File: src/rtl/spdsup_pkg.sv
// spdsup_pkg: shared types and constants of the speed limit supervisor
// no dependencies; imported by speed_limit_supervisor_core
`default_nettype none

package spdsup_pkg;

   localparam int SPEED_W   = 16;
   localparam int TIME_W    = 32;
   localparam int CSR_AW    = 3;
   localparam int CSR_DW    = 32;
   localparam int REQ_DW    = TIME_W + 4 * SPEED_W;
   localparam int RSP_DW    = 8;

   localparam logic [SPEED_W-1:0] DEADBAND_RST      = 16'd10;
   localparam logic [SPEED_W-1:0] MAX_WARN_TIME_RST = 16'd10;

   // register select bit (byte address bit 2)
   localparam logic CSR_SEL_DEADBAND      = 1'b0;
   localparam logic CSR_SEL_MAX_WARN_TIME = 1'b1;

   typedef enum logic [1:0] {
      ST_NORMAL   = 2'd0,
      ST_WARN_LO  = 2'd1,
      ST_WARN_HI  = 2'd2,
      ST_SHUTDOWN = 2'd3
   } state_type;

endpackage

`default_nettype wire

File: src/rtl/speed_limit_supervisor_core.sv
// speed_limit_supervisor_core: classifies speed samples into normal, warn_low,
// warn_high or shutdown with hysteresis and a warn_high timeout
// depends on spdsup_pkg
`default_nettype none

// Each accepted sample yields exactly one result, in order. A sample goes
// into an input register, is classified by a few compares and one 32-bit
// wrapping subtraction against the held supervisor state, and the code lands
// in a result register. One sample per cycle is sustained while rsp_tready
// is held high, the rate being set by the single state update (last state and
// warn start time) that every sample makes.
// While the previous decision was warn_low the low limit is raised by the
// deadband (saturating at full scale); while it was warn_high the high limit
// is lowered by it (saturating at zero). A speed at or above the shutdown
// limit always gives shutdown, and warn_high held longer than max_warn_time
// seconds turns into shutdown; shutdown is not latched. Registers: deadband
// at byte address 0, max_warn_time at byte address 4 (address bit 2 selects);
// write them only while no sample is in flight.
module speed_limit_supervisor_core (
   input  wire logic                           clock,
   input  wire logic                           reset,
   // input samples
   input  wire logic                           req_tvalid,
   output      logic                           req_tready,
   // timestamp, speed, low_limit, high_limit, shutdown_limit
   input  wire logic [spdsup_pkg::REQ_DW-1:0]  req_tdata,
   // results
   output      logic                           rsp_tvalid,
   input  wire logic                           rsp_tready,
   // state_code, zero filled
   output      logic [spdsup_pkg::RSP_DW-1:0]  rsp_tdata,
   // configuration port
   input  wire logic                           csr_psel,
   input  wire logic                           csr_penable,
   input  wire logic                           csr_pwrite,
   input  wire logic [spdsup_pkg::CSR_AW-1:0]  csr_paddr,
   input  wire logic [spdsup_pkg::CSR_DW-1:0]  csr_pwdata,
   output      logic [spdsup_pkg::CSR_DW-1:0]  csr_prdata,
   output      logic                           csr_pready
);
   import spdsup_pkg::*;

   // configuration registers
   logic [SPEED_W-1:0] deadband_ff;
   logic [SPEED_W-1:0] max_warn_time_ff;
   logic               csr_write;

   // input stage
   logic               s1_valid_ff;
   logic [TIME_W-1:0]  s1_timestamp_ff;
   logic [SPEED_W-1:0] s1_speed_ff;
   logic [SPEED_W-1:0] s1_low_ff;
   logic [SPEED_W-1:0] s1_high_ff;
   logic [SPEED_W-1:0] s1_stop_ff;

   // supervisor state
   state_type          last_state_ff;
   state_type          last_state_in;
   logic [TIME_W-1:0]  warn_start_ff;
   logic [TIME_W-1:0]  warn_start_in;

   // result stage
   logic               rsp_valid_ff;
   logic [1:0]         rsp_code_ff;
   logic [1:0]         rsp_code_in;

   logic               req_xfer;
   logic               advance;

   // effective limits and timeout
   logic [SPEED_W:0]   low_sum;
   logic [SPEED_W-1:0] low_eff;
   logic [SPEED_W-1:0] high_eff;
   logic [TIME_W-1:0]  elapsed;
   logic               timed_out;

   // ---------------------------------------------------------------- csr
   assign csr_pready = 1'b1;
   assign csr_write  = csr_psel && csr_penable && csr_pwrite && csr_pready;

   always_ff @(posedge clock) begin
      if (reset) begin
         deadband_ff      <= DEADBAND_RST;
         max_warn_time_ff <= MAX_WARN_TIME_RST;
      end else if (csr_write) begin
         case (csr_paddr[2])
            CSR_SEL_DEADBAND:      deadband_ff      <= csr_pwdata[SPEED_W-1:0];
            CSR_SEL_MAX_WARN_TIME: max_warn_time_ff <= csr_pwdata[SPEED_W-1:0];
            default:               deadband_ff      <= deadband_ff;
         endcase
      end
   end

   always_comb begin
      case (csr_paddr[2])
         CSR_SEL_DEADBAND:      csr_prdata = {{(CSR_DW-SPEED_W){1'b0}}, deadband_ff};
         CSR_SEL_MAX_WARN_TIME: csr_prdata = {{(CSR_DW-SPEED_W){1'b0}}, max_warn_time_ff};
         default:               csr_prdata = '0;
      endcase
   end

   // ---------------------------------------------------------------- flow
   // the input stage moves on whenever the result register is free or
   // being emptied in the same cycle
   assign advance    = s1_valid_ff && (!rsp_valid_ff || rsp_tready);
   assign req_tready = !s1_valid_ff || advance;
   assign req_xfer   = req_tvalid && req_tready;

   always_ff @(posedge clock) begin
      if (reset) begin
         s1_valid_ff <= 1'b0;
      end else if (req_tready) begin
         s1_valid_ff <= req_tvalid;
      end
   end

   always_ff @(posedge clock) begin
      if (req_xfer) begin
         s1_timestamp_ff <= req_tdata[TIME_W-1:0];
         s1_speed_ff     <= req_tdata[TIME_W+SPEED_W-1:TIME_W];
         s1_low_ff       <= req_tdata[TIME_W+2*SPEED_W-1:TIME_W+SPEED_W];
         s1_high_ff      <= req_tdata[TIME_W+3*SPEED_W-1:TIME_W+2*SPEED_W];
         s1_stop_ff      <= req_tdata[TIME_W+4*SPEED_W-1:TIME_W+3*SPEED_W];
      end
   end

   // ---------------------------------------------------------------- limits
   // hysteresis: raise the low limit after warn_low, lower the high limit
   // after warn_high, both saturating
   always_comb begin
      low_sum  = {1'b0, s1_low_ff} + {1'b0, deadband_ff};
      low_eff  = s1_low_ff;
      high_eff = s1_high_ff;
      if (last_state_ff == ST_WARN_LO) begin
         low_eff = low_sum[SPEED_W] ? {SPEED_W{1'b1}} : low_sum[SPEED_W-1:0];
      end
      if (last_state_ff == ST_WARN_HI) begin
         high_eff = (s1_high_ff > deadband_ff) ? (s1_high_ff - deadband_ff) : '0;
      end
   end

   // time in warn_high, wrapping modulo 2^32
   assign elapsed   = s1_timestamp_ff - warn_start_ff;
   assign timed_out = elapsed > {{(TIME_W-SPEED_W){1'b0}}, max_warn_time_ff};

   // ---------------------------------------------------------------- next state
   always_comb begin
      last_state_in = last_state_ff;
      warn_start_in = warn_start_ff;
      if (s1_speed_ff >= s1_stop_ff) begin
         last_state_in = ST_SHUTDOWN;
      end else if (s1_speed_ff >= high_eff) begin
         if (last_state_ff == ST_WARN_HI) begin
            // staying in warn_high keeps the start time
            last_state_in = timed_out ? ST_SHUTDOWN : ST_WARN_HI;
         end else begin
            last_state_in = ST_WARN_HI;
            warn_start_in = s1_timestamp_ff;
         end
      end else if (s1_speed_ff >= low_eff) begin
         last_state_in = ST_NORMAL;
      end else begin
         last_state_in = ST_WARN_LO;
      end
   end

   always_ff @(posedge clock) begin
      if (reset) begin
         last_state_ff <= ST_NORMAL;
         warn_start_ff <= '0;
      end else if (advance) begin
         last_state_ff <= last_state_in;
         warn_start_ff <= warn_start_in;
      end
   end

   // ---------------------------------------------------------------- outputs
   // the reported code is always the state just decided
   always_comb begin
      rsp_code_in = last_state_in;
   end

   always_ff @(posedge clock) begin
      if (reset) begin
         rsp_valid_ff <= 1'b0;
      end else if (!rsp_valid_ff || rsp_tready) begin
         rsp_valid_ff <= s1_valid_ff;
      end
   end

   always_ff @(posedge clock) begin
      if (advance) begin
         rsp_code_ff <= rsp_code_in;
      end
   end

   assign rsp_tvalid = rsp_valid_ff;
   assign rsp_tdata  = {{(RSP_DW-2){1'b0}}, rsp_code_ff};

   // ---------------------------------------------------------------- checks
   // the result transfer reports the state stored for the next sample
   a_code_matches_state: assert property (@(posedge clock) disable iff (reset)
      advance |=> rsp_code_ff == last_state_ff)
      else $error("result code differs from stored state");

   // entering warn_high records the sample's timestamp
   a_warn_start_taken: assert property (@(posedge clock) disable iff (reset)
      advance && last_state_ff != ST_WARN_HI && last_state_in == ST_WARN_HI
      |=> warn_start_ff == $past(s1_timestamp_ff))
      else $error("warn start time not recorded");

   // a speed at or above the shutdown limit always reports shutdown
   a_shutdown_limit: assert property (@(posedge clock) disable iff (reset)
      advance && s1_speed_ff >= s1_stop_ff |=> rsp_code_ff == ST_SHUTDOWN)
      else $error("shutdown limit not honoured");

   // a held sample is neither lost nor overwritten
   a_stage_hold: assert property (@(posedge clock) disable iff (reset)
      s1_valid_ff && !advance |=> s1_valid_ff && $stable(s1_timestamp_ff)
         && $stable(s1_speed_ff))
      else $error("stalled sample lost");

endmodule

`default_nettype wire
File: config.mk
export PLATFORM = sky130hd
export DESIGN_NAME = speed_limit_supervisor_core
export DESIGN_NICKNAME = d
export VERILOG_FILES = /design/src/rtl/spdsup_pkg.sv /design/src/rtl/speed_limit_supervisor_core.sv
export SDC_FILE = /design/constraint.sdc
export NUM_CORES = 1
export LEC_CHECK = 0
export ABC_AREA = 1
export ABC_CLOCK_PERIOD_IN_PS = 8550
export BUFFER_PORTS_ARGS = -buffer_cell sky130_fd_sc_hd__buf_2
export CORE_AREA = 2 2 265 136
export CTS_CLUSTER_SIZE = 12
export DETAILED_ROUTE_END_ITERATION = 10
export DIE_AREA = 0 0 267 138
export SETUP_SLACK_MARGIN = 0.15
export SYNTH_ARGS = -nofsm -noshare
export SYNTH_HDL_FRONTEND = slang
export SYNTH_SLANG_ARGS = --single-unit
export TNS_END_PERCENT = 1
File: constraint.sdc
create_clock -name clock -period 8.55 [get_ports clock]
set_clock_uncertainty 0.2 [all_clocks]
set_input_delay 1.71 -clock clock [delete_from_list [all_inputs] [get_ports clock]]
set_output_delay 1.71 -clock clock [all_outputs]
set_load 0.02 [all_outputs]
; After elaboration in Yosys (flattened, before gate mapping)
; Cells that the tools add are included.
[word_totals]
register_bits = 166
elab_cells = 46
out_inout_bits = 43
[classes]
mux = 10
n_bitwise = 3
n_eq_ne = 2
magnitude_cmp = 5
add_sub_neg = 3
reduce_logical = 11
[ops]
columns = operator, count
row1 = $mux W16, 4
row2 = $pmux W32 S2, 1
row3 = $ge A16 B16 Y1, 3
row4 = $gt A32 B16 Y1, 1
row5 = $sub A32 B32 Y32, 1
row6 = $add A16 B16 Y17, 1
row7 = $gt A16 B16 Y1, 1
row8 = $sub A16 B16 Y16, 1
row9 = $logic_and A1 B1 Y1, 4
row10 = $mux W2, 2
row11 = $reduce_and A2 Y1, 2
row12 = $reduce_and A4 Y1, 1
row13 = $mux W1, 3
row14 = $not A1 Y1, 3
row15 = $eq A2 B1 Y1 const B, 1
row16 = $eq A2 B2 Y1 const B, 1
row17 = $logic_not A1 Y1, 2
row18 = $logic_or A1 B1 Y1, 2

; Longest topological paths before layout
[depth]
word_depth = 7
mapped_depth = 28
ltp_nobuf = 27

; Least setup slack after synthesis
; No wires, ideal clock.
[synth_path]
kind = input to register
from = in rsp_tready
to = reg s1_high_ff[0] (enable)
n_path_buf = 0
slack_ps = 3967
setup_time_ps = 449
arrival_ps = 3934
required_time_ps = 7901
stages = 4
path_cell_list = inv_1 nand3_1 nand2_1 inv_1
[synth_via]
elab_chain_len = 4
[synth_lines]
columns = element, line
row1 = from (decl), speed_limit_supervisor_core.sv:29  ; input wire logic rsp_tready,
row2 = $logic_or A1 B1 Y1, speed_limit_supervisor_core.sv:105  ; assign advance = s1_valid_ff && (!rsp_valid_ff || rsp_tready);
row3 = $logic_and A1 B1 Y1, speed_limit_supervisor_core.sv:105
row4 = $logic_or A1 B1 Y1, speed_limit_supervisor_core.sv:106  ; assign req_tready = !s1_valid_ff || advance;
row5 = named net req_tready, speed_limit_supervisor_core.sv:24  ; output logic req_tready,
row6 = $logic_and A1 B1 Y1, speed_limit_supervisor_core.sv:107  ; assign req_xfer = req_tvalid && req_tready;
row7 = named net req_xfer, speed_limit_supervisor_core.sv:67  ; logic req_xfer;
row8 = to (signal assigned), speed_limit_supervisor_core.sv:122  ; s1_high_ff <= req_tdata[TIME_W+3*SPEED_W-1:TIME_W+2*SPEED_W];
row9 = to (decl), speed_limit_supervisor_core.sv:53  ; logic [SPEED_W-1:0] s1_high_ff;
; The timed path passes the listed nets, and every way through them passes these cells.
; A chain may end at the register's enable or synchronous reset.

; Worst setup path in the final report
[layout_path]
from = reg deadband_ff[0]
to = reg warn_start_ff[10]
[layout_via]
elab_chain_len = 5
[layout_lines]
columns = element, line
row1 = from (decl), speed_limit_supervisor_core.sv:44  ; logic [SPEED_W-1:0] deadband_ff;
row2 = from (signal assigned), speed_limit_supervisor_core.sv:87  ; CSR_SEL_DEADBAND: deadband_ff <= csr_pwdata[SPEED_W-1:0];
row3 = from (signal assigned), speed_limit_supervisor_core.sv:89  ; default: deadband_ff <= deadband_ff;
row4 = $sub A16 B16 Y16 or $gt A16 B16 Y1 (tied branches), speed_limit_supervisor_core.sv:138  ; high_eff = (s1_high_ff > deadband_ff) ? (s1_high_ff - deadband_ff) : '0;
row5 = $mux W16 *, speed_limit_supervisor_core.sv:138
row6 = $mux W16 *, speed_limit_supervisor_core.sv:137  ; if (last_state_ff == ST_WARN_HI) begin
row7 = $ge A16 B16 Y1 *, speed_limit_supervisor_core.sv:152  ; end else if (s1_speed_ff >= high_eff) begin
row8 = $reduce_and A4 Y1 (no line) *, n/a
row9 = to (signal assigned), speed_limit_supervisor_core.sv:173  ; warn_start_ff <= warn_start_in;
row10 = to (decl), speed_limit_supervisor_core.sv:59  ; logic [TIME_W-1:0] warn_start_ff;
; Mark *: on every way between the ends. The rest lies on a longest branch, timed or not.

==> impl_metrics.tcl <==
set metrics [dict create \
    synth-seq-cells 166 \
    final_nets 1931 \
    fin_tns_setup_ns 0 \
    fmax_mhz 166 \
    synth_cell_types 51 \
    yosysSeqAreaShare 0.371 \
    remaining_drc_errors 0 \
    p_leak_nw 6.47 \
    cts.sink_count 166 \
    gr-total-overflow 0 \
    worst_path_arrival_ns 6.21 \
    std_cell_rows 49 \
    ir_worst_vdd_uv 82.7 \
    clockPowerShare 0.340 \
    holdBufCountCts 0 \
    dpl_cell_area_um2 12700 \
    ys_top_cells_by_area "edfxtp_1 25%, ha_1 14%, nand2_1 12%, dfxtp_1 12%, inv_1 8.3%" \
    start_util 0.331 \
    status "completed" \
    antenna_found_initial 0 \
    finalInstanceArea_um2 13300 \
    placed_cells 2128 \
    synthCells 1529 \
    synth.top_cell.area_share 0.254 \
    layoutNonFillerInstCount 2160 \
    dr_total_vias 10200 \
    net_switching_share_of_the_total_power 0.334 \
    cts_made_buffers 17 \
    worst-endpoint-required_ns 8.74 \
    synth_edf_count 98 \
    path_max_fanout 33 \
    areaGrowthSynthToFinish_pct 14.7 \
    post_cts.repair.setup_buffers 0 \
    grtUsageMet1 0.315 \
    share_seq_of_total_power 0.404 \
    maxSlewViolCount 0 \
    cts.reportedPaths.clkPinSlew_ns 0.07 \
    pin_slew_with_the_least_headroom_to_its_limit_ns 0.914 \
    viasPerCell 4.73 \
    power.switching_mw 0.763 \
    place_congestion 0.929 \
    tritoncts "built" \
    use_met3 0.0408 \
    rsz_0062_raised_after_global_routing "no" \
    finalWirelength_um 33700 \
    pin_count_of_the_biggest_net_entering_global_routing 67 \
    hpwl_um 27500 \
    setup_viol 0 \
    cts_root_buffer_type "clkbuf_16" \
    port_buffers 139 \
    clk-insertion-delay-late_ns 0.45 \
    end_kind "flop" \
    mapped_cell_area_um2 11600 \
    grt_pass1_vias 9194 \
    global_route.usage.met2 0.225 \
    p_int_mw 1.52 \
    h-tree-depth 4 \
    synthDominantAreaCellType "edfxtp_1" \
    syn_area_per_cell_um2 7.59 \
    postRouteAntennaNets 0 \
    pwr-share-comb 0.256 \
    grt_usage 0.185 \
    die_y_um 138 \
    postCtsResizedCells 0 \
    num_io_pins 181 \
    power.density_nw_per_um2 171 \
    fp.dieArea_um2 36800 \
    yosysMostFrequentCell "nand2_1" \
    final_period_minus_worst_setup_slack_ns 6.02 \
    hold_viol 0 \
    dr.first_iter.drc_count 867 \
    critPathSlowestCell "nand3_2" \
    cap_violations 0 \
    grt_pass1_wl_um 51900 \
    synth-async-reset-ratio 0 \
    worst_hold_path_type "reg2reg" \
    crit_share_post_route 0.704 \
    core_area_um2 35000 \
    max-clock-path-buffers 2 \
    ys.flop_type "edfxtp_1" \
    global_route.peak_usage_layer "met1" \
    critical_path.max_stage_delay_ns 0.69 \
    hold_slack_ns 0.289 \
    drt_first_pass_iters 6 \
    finalCoreUtilization 0.380 \
    drive_above_1_share 0.125 \
    critical_path.most_common_cell "nand2_1" \
    slew_headroom 0.391 \
    worst_setup_path_start_kind "flop" \
    timing.setup.critical_path_class "reg2reg" \
    synth_top_cells_by_count "367 x nand2_1, 256 x inv_1, 127 x ha_1, 116 x a21oi_1, 107 x o21ai_0" \
    post_drt_wl_per_cell_um 15.6 \
    antenna_cells 0 \
    die_w_um 267 \
    warnings_synthesis 0 \
]
## layout make-up
class	instances	area, um2
clock inverter	13	120
timing repair buffer	144	733
tap	484	606
sequential	166	4300
fill	3636	21700
clock buffer	19	454
inverter	261	982
multi-input combinational	1073	6110
## kinds of logic after synthesis
group / synth area share
xor gates and xnor gates: 0.0294
DFF: 0.371
AOI/OAI and AO/OA: 0.125
other: 0.000647
and+or+nand+nor: 0.223
buffers and inverters: 0.109
adders and majority gates: 0.142
## metal layers
| metal | part of all wire | vias up | wire length (um) |
|---|---|---|---|
| met5 | 0 | - | 0 |
| li1 | - | 5229 | - |
| met2 | 0.35 | 316 | 11800 |
| met3 | 0.080 | 24 | 2700 |
| met4 | 0.0090 | 0 | 303 |
| met1 | 0.56 | 4655 | 18800 |
## cell usage in the layout, fill, tap and decap left out, types with 3 or more instances in the layout
cell type / synthesis / final
nand2_1: 367 / 367
inv_1: 256 / 255
buf_2: 4 / 139
ha_1: 127 / 127
a21oi_1: 116 / 116
o21ai_0: 107 / 107
nor2_1: 106 / 106
edfxtp_1: 98 / 98
dfxtp_1: 68 / 68
nand3_1: 50 / 50
nor3_1: 40 / 40
xor2_1: 31 / 31
conb_1: 2 / 23
clkbuf_16: 0 / 18
o22ai_1: 14 / 14
nand2_2: 10 / 10
nor2_2: 9 / 9
xnor2_1: 8 / 8
nand4_1: 7 / 7
a22oi_1: 6 / 6
o21ai_1: 5 / 5
nand3_2: 5 / 5
buf_4: 24 / 5
clkinv_1: 2 / 4
and2_1: 4 / 4
a21o_1: 4 / 4
inv_2: 3 / 3
nand3b_1: 3 / 3
fa_1: 3 / 3
clkinvlp_4: 0 / 3
inv_6: 0 / 3
## worst paths after layout
path	startpoint	to	slack [ns]	depth (start not counted)
max	deadband_ff[0]$_SDFFE_PP0P_	warn_start_ff[10]$_SDFFE_PP0P_	2.53	25
min	max_warn_time_ff[4]$_SDFFE_PP0P_	max_warn_time_ff[4]$_SDFFE_PP0P_	0.29	2
max reg2reg	deadband_ff[0]$_SDFFE_PP0P_	warn_start_ff[10]$_SDFFE_PP0P_	2.53	25
min reg2reg	max_warn_time_ff[4]$_SDFFE_PP0P_	max_warn_time_ff[4]$_SDFFE_PP0P_	0.29	2
## metrics by stage
stage	worst slack (ns)	power, mW
floorplan	3.97	1.34
global placement	2.77	1.50
detailed placement	2.70	1.51
CTS	2.64	2.29
global route	2.03	2.42
finish	2.53	2.28
## flip-flops by register name, indices dropped and copies added (netlist names)
signal / flops
s1_timestamp_ff: 32
warn_start_ff: 32
deadband_ff: 16
max_warn_time_ff: 16
s1_high_ff: 16
s1_low_ff: 16
s1_speed_ff: 16
s1_stop_ff: 16
last_state_ff: 2
rsp_code_ff: 2
rsp_tvalid: 1
s1_valid_ff: 1
## power groups by stage
stage	logic [mW]	clock network, mW	registers, mW
final	0.584	0.775	0.923
after floorplan	0.411	0	0.932
after detailed placement	0.574	0	0.940
after CTS	0.577	0.793	0.922
after global routing	0.662	0.825	0.927
after global placement	0.560	0	0.939
## critical path, delay by kind of cell, from the launching register on
family,cells,cell delay (ns)
compound gates,4,0.94
fa+ha+maj,3,0.72
buf+inv,4,0.77
flops,1,0.37
simple gates,14,2.93
No activity file was read; power rests on OpenSTA's default activity.
